`config.mk`:
```
export PLATFORM = sky130hd
export DESIGN_NAME = mcbp_mul
export DESIGN_NICKNAME = d
export VERILOG_FILES = /design/src/rtl/mcbp_pkg.sv /design/src/rtl/mcbp_mul.sv
export SDC_FILE = /design/constraint.sdc
export NUM_CORES = 2
export LEC_CHECK = 0
export BUFFER_PORTS_ARGS = -buffer_cell sky130_fd_sc_hd__buf_2
export CORE_MARGIN = 10
export CORE_UTILIZATION = 35
export CTS_BUF_LIST = sky130_fd_sc_hd__clkbuf_8
export DETAILED_ROUTE_END_ITERATION = 12
export SLEW_MARGIN = 20
export SYNTH_ARGS = -nofsm -noshare
export SYNTH_HDL_FRONTEND = slang
export SYNTH_SLANG_ARGS = --single-unit
```
`constraint.sdc`:
```
create_clock -name i_clk -period 20.1 [get_ports i_clk]
set_clock_uncertainty 0.05 [all_clocks]
set_input_delay 4.02 -clock i_clk [delete_from_list [all_inputs] [get_ports i_clk]]
set_output_delay 4.02 -clock i_clk [all_outputs]
set_load 0.02 [all_outputs]
```
`src/rtl/mcbp_pkg.sv`:
```
// ----------------------------------------------------------------------------
// mcbp_pkg
// Shared types and constants for the barrier path monitor.
// ----------------------------------------------------------------------------
`default_nettype none

package mcbp_pkg;

    // one input request: a normal draw and the end-of-path marker
    typedef struct packed {
        logic signed [15:0] normal_sample;
        logic               last_step;
    } t_in_item;

    // one result request
    typedef struct packed {
        logic [31:0] path_payoff;
        logic [63:0] payoff_total;
        logic [63:0] payoff_square_total;
        logic [31:0] paths_done;
    } t_out_item;

    localparam int unsigned CFG_IDX_W = 3;

    localparam logic [CFG_IDX_W-1:0] REG_SPOT      = 3'd0;
    localparam logic [CFG_IDX_W-1:0] REG_STRIKE    = 3'd1;
    localparam logic [CFG_IDX_W-1:0] REG_BARRIER   = 3'd2;
    localparam logic [CFG_IDX_W-1:0] REG_DRIFT     = 3'd3;
    localparam logic [CFG_IDX_W-1:0] REG_DIFFUSION = 3'd4;
    localparam logic [CFG_IDX_W-1:0] REG_MODE      = 3'd5;
    localparam logic [CFG_IDX_W-1:0] REG_ANTI      = 3'd6;

    // output shift of the multiplier
    localparam logic [1:0] SH_NONE = 2'd0;
    localparam logic [1:0] SH_28   = 2'd1;
    localparam logic [1:0] SH_56   = 2'd2;

    localparam logic [63:0] ONE_Q56   = 64'h0100_0000_0000_0000;
    localparam logic [3:0]  TERMS     = 4'd10;
    localparam logic [2:0]  LAST_SQ   = 3'd5;

    typedef struct packed {
        logic        start;
        logic [1:0]  shift_sel;
        logic [63:0] op_a;
        logic [63:0] op_b;
    } t_mul_req;

    typedef struct packed {
        logic        done;
        logic [63:0] result;
    } t_mul_rsp;

endpackage

`default_nettype wire

```
`src/rtl/mcbp_mul.sv`:
```
// ----------------------------------------------------------------------------
// mcbp_mul
// 64x64 multiply with round-half-up right shift and saturation, built on one
// 32x32 multiplier that forms the four partial products in turn, then a rounding step.
// ----------------------------------------------------------------------------
`default_nettype none

module mcbp_mul (
    input  wire                 i_clk,
    input  wire                 i_rst_n,
    input  mcbp_pkg::t_mul_req  i_req,
    output mcbp_pkg::t_mul_rsp  o_rsp
);
    import mcbp_pkg::*;

    logic [63:0]  r_a, r_b;
    logic [1:0]   r_sh;
    logic [127:0] r_acc, n_acc;
    logic [1:0]   r_idx;
    logic         r_busy, r_rnd, r_done;
    logic [63:0]  r_res, n_res;

    logic [31:0]  a_part, b_part;
    logic [63:0]  pp;
    logic [6:0]   shamt;
    logic [127:0] rounded;

    assign a_part = r_idx[0] ? r_a[63:32] : r_a[31:0];
    assign b_part = r_idx[1] ? r_b[63:32] : r_b[31:0];
    assign pp     = a_part * b_part;
    assign shamt  = {r_idx[0] & r_idx[1], r_idx[0] ^ r_idx[1], 5'd0};
    assign n_acc  = r_acc + ({64'd0, pp} << shamt);

    always_comb begin
        rounded = r_acc;
        n_res   = r_acc[63:0];
        unique case (r_sh)
            SH_28: begin
                rounded = r_acc + (128'd1 << 27);
                n_res   = (rounded[127:92] != 36'd0) ? '1 : rounded[91:28];
            end
            SH_56: begin
                rounded = r_acc + (128'd1 << 55);
                n_res   = (rounded[127:120] != 8'd0) ? '1 : rounded[119:56];
            end
            default: begin
                n_res = r_acc[63:0];
            end
        endcase
    end

    always_ff @(posedge i_clk) begin
        if (!i_rst_n) begin
            r_busy <= 1'b0;
            r_rnd  <= 1'b0;
            r_done <= 1'b0;
            r_idx  <= 2'd0;
        end else begin
            r_done <= 1'b0;
            if (i_req.start && !r_busy && !r_rnd) begin
                r_a    <= i_req.op_a;
                r_b    <= i_req.op_b;
                r_sh   <= i_req.shift_sel;
                r_acc  <= 128'd0;
                r_idx  <= 2'd0;
                r_busy <= 1'b1;
            end else if (r_busy) begin
                r_acc <= n_acc;
                r_idx <= r_idx + 2'd1;
                if (r_idx == 2'd3) begin
                    r_busy <= 1'b0;
                    r_rnd  <= 1'b1;
                end
            end else if (r_rnd) begin
                r_res  <= n_res;
                r_done <= 1'b1;
                r_rnd  <= 1'b0;
            end
        end
    end

    assign o_rsp.done   = r_done;
    assign o_rsp.result = r_res;

endmodule

`default_nettype wire

```
==> results.py <==
metrics = {
    "logic_synthesis": {
        "synthTopCellsByArea": "fa_1 (31%), edfxtp_1 (17%), ha_1 (8.5%)",
        "synth_top_family_by_area": "adder cells",
        "avgSynthCellArea_um2": 8.73,
        "synth-adder-area-share_pct": 39.2,
        "synth_cell_types": 95,
        "synth_compound_area_share_pct": 10.7,
        "synthCells": 6689,
        "synth_top_cell_area_share_pct": 30.8,
        "synth_xor_area_share_pct": 4.89,
        "synth_top_flop_cell": "edfxtp_1",
        "syn_area_um2": 58400,
        "ys_ff_latch": 327,
        "yosys-mux-area-fraction_pct": 2.59,
        "synth-edff-count": 322,
        "yosysTopAreaCell": "fa_1",
        "ys_warn_count": 0,
        "syn-num-nets": 8114,
        "synthSimpleGateAreaFrac_pct": 17.1,
        "ys_seq_area_share_pct": 16.7,
        "async_flop_share_pct": 0,
    },
    "critical_path": {
        "reg2regPathDepth": 42,
        "slowest_stage": "dfxtp_4",
        "slowest_delay_ps": 760,
        "path_buf_inv": 8,
        "crit_required_ps": 20610,
        "critPathLaunchType": "flip-flop",
        "r2r-end": "r_acc[98]",
        "endpoint_kind": "flip-flop",
        "cpLargestDelayFamily": "adder cells",
        "cpMostUsedCell": "fa_1",
        "crit_path_max_fanout": 36,
        "r2r-start": "r_idx[0]",
        "cp.arrival_ps": 15090,
        "path_class": "reg -> reg",
        "rrSetupSlack_ps": 5520,
    },
    "layout": {
        "drive_above_1_share_pct": 8.48,
        "area.growth.synth_to_final_pct": 8.06,
        "fin_nets": 8125,
    },
    "job": {
        "max-cap-violations": 0,
    },
    "timing": {
        "setup_viol_count_final": 0,
        "relSlewSlack_pct": 21.7,
        "worstMarginPinSlew_ps": 1170,
        "max_freq_mhz": 68.6,
        "finalSetupTns_ps": 0,
        "fin_crit_sh_pct": 72.5,
        "finalHoldViolCount": 0,
        "period_needed_ps": 14580,
        "rsz0062_at_grt": "false",
        "final_max_slew_viol_count": 0,
    },
    "detailed_routing": {
        "wl_met1_um": 88700,
        "route.met2.wl_um": 100000,
        "viasPerCell": 5.53,
        "vias": 49500,
        "highest_layer": "met5",
        "dr_wl_met3_um": 19300,
        "wl_um": 221000,
        "antenna_left": 0,
        "drt_iter0_markers": 4742,
        "drc_errors": 0,
        "drt-pass1-iter-count": 6,
        "wl_per_cell_um": 24.7,
    },
    "cts": {
        "cts_setup_buffers": 0,
        "cts_buffers": 69,
        "cts_resized": 0,
        "cts_tree": "yes",
        "clockBufferDepth": 3,
        "clock_latency_ps": 840,
        "path_clk_slew_ps": 90,
        "cts.sinks": 327,
        "ctsHoldBuffers": 0,
        "cts_htree_levels": 3,
        "clock-root-buffer": "clkbuf_8",
    },
    "floorplanning": {
        "dieArea_um2": 184000,
        "die_h_um": 428,
        "die_x_um": 428,
        "core_um2": 165000,
        "ios": 198,
        "start_util_pct": 35.3,
        "rows": 149,
    },
    "global_route": {
        "grt_pass1_wl_um": 330000,
        "grt_pass1_vias": 50300,
        "grt_max_degree": 71,
        "antenna_found_initial": 7,
        "grt_overflow_total": 0,
        "grtUsageTotal_pct": 23.6,
    },
    "placement": {
        "hpwl_um": 180000,
        "gp_congestion": 1.02,
        "port_buffers": 197,
    },
    "hold_path": {
        "min_path_type": "reg -> reg",
        "whs_endpoint": "r_done",
        "min-delay-start": "r_rnd",
        "worst_hold_path.num_cells": 1,
    },
    "status": {
        "outcome": "finished clean",
    },
}
==> stage by stage <==
step	cell area [um2]	instances	setup slack, ps	util, %	hold slack, ps
detailed placement	61600	8818	5670	37.3	518
global route	63100	8946	4890	38.1	553
finish	63100	8949	5520	38.1	536
global placement	61600	8818	5670	37.3	513
floorplan	58400	6689	8350	-	465
CTS	63100	8945	5650	38.1	537
==> logic make-up after synthesis <==
group / Yosys count
AND/OR/NAND/NOR: 2281
buffers and inverters: 1338
adder cells (fa/ha/maj): 1292
AO/OA/AOI/OAI: 982
flip-flops: 327
XOR/XNOR: 326
multiplexers: 143
==> worst max path at each step <==
stage / from / to / slack [ps] / cells past startpoint
after CTS: r_idx[0] / r_acc[98] / 5650 / 42
after global routing: r_idx[0] / r_acc[98] / 4890 / 42
after global placement: r_idx[0] / r_acc[98] / 5670 / 39
after detailed placement: r_idx[0] / r_acc[98] / 5670 / 42
final: r_idx[0] / r_acc[98] / 5520 / 42
after floorplan: r_idx[0] / r_acc[98] / 8350 / 44
==> area by class of cell <==
| type | instances | area, um2 |
|---|---|---|
| Antenna cell | 4 | 10.0 |
| Clock buffer | 71 | 977 |
| Timing Repair Buffer | 285 | 1650 |
| Clock inverter | 56 | 477 |
| Inverter | 993 | 3730 |
| Tap cell | 2189 | 2740 |
| Fill cell | 16800 | 102000 |
| Sequential cell | 327 | 9780 |
| Multi-Input combinational cell | 5024 | 43700 |
==> cells in the final DEF, fill, tap and decap left out, drive strengths merged, types with 39 or more instances in the layout <==
master / synthesis / final
inv: 992 / 1009
nor2: 994 / 994
fa: 897 / 897
nand2: 756 / 756
ha: 395 / 395
edfxtp: 322 / 322
buf: 48 / 285
a21oi: 264 / 264
o21ai: 262 / 262
xnor2: 178 / 178
xor2: 148 / 148
a21o: 115 / 115
nand4: 108 / 108
nand3: 94 / 94
nor3: 81 / 81
mux2i: 80 / 80
clkbuf: 297 / 71
a31oi: 66 / 66
mux2: 63 / 63
and2: 62 / 62
o21bai: 48 / 48
and3: 45 / 45
a221oi: 39 / 39
==> sequential cells by signal (all words and copies together), names as in the netlist <==
name,flops
r_rnd,1
r_a,64
r_b,64
r_idx,2
r_done,1
r_sh,2
r_res,64
r_busy,1
r_acc,128
==> cells in the mapped netlist, drive strengths merged, types with 19 or more instances <==
library cell,count
a31oi,66
nor2,994
xor2,148
nor3,81
a21oi,264
nand2,756
mux2i,80
inv,992
mux2,63
nand2b,19
o21bai,48
ha,395
o22ai,35
a21o,115
clkbuf,297
nand4,108
and3,45
nor4,21
nand3,94
a221oi,39
xnor2,178
fa,897
buf,48
edfxtp,322
and2,62
o21a,30
nor2b,20
o21ai,262
==> layer usage <==
| metal | track usage (%) | up-vias |
|---|---|---|
| met4 | 11.3 | 8 |
| met3 | 4.89 | 512 |
| met1 | 30.8 | 24900 |
| met5 | 0 | - |
| li1 | - | 21700 |
| met2 | 37.3 | 2362 |
==> worst register-to-register path, delay by kind of cell, from the launching register on <==
family	cells	cell delay (ps)
adders and majority gates	10	4950
AOI/OAI and AO/OA	14	4870
and+or+nand+nor	7	1560
buffers and inverters	8	1380
DFF	1	760
xor gates and xnor gates	2	430
muxes	1	350
Power is left out: the tool's default activity adds up to more than one toggle a clock period on the data nets, which glitch-free logic cannot reach.
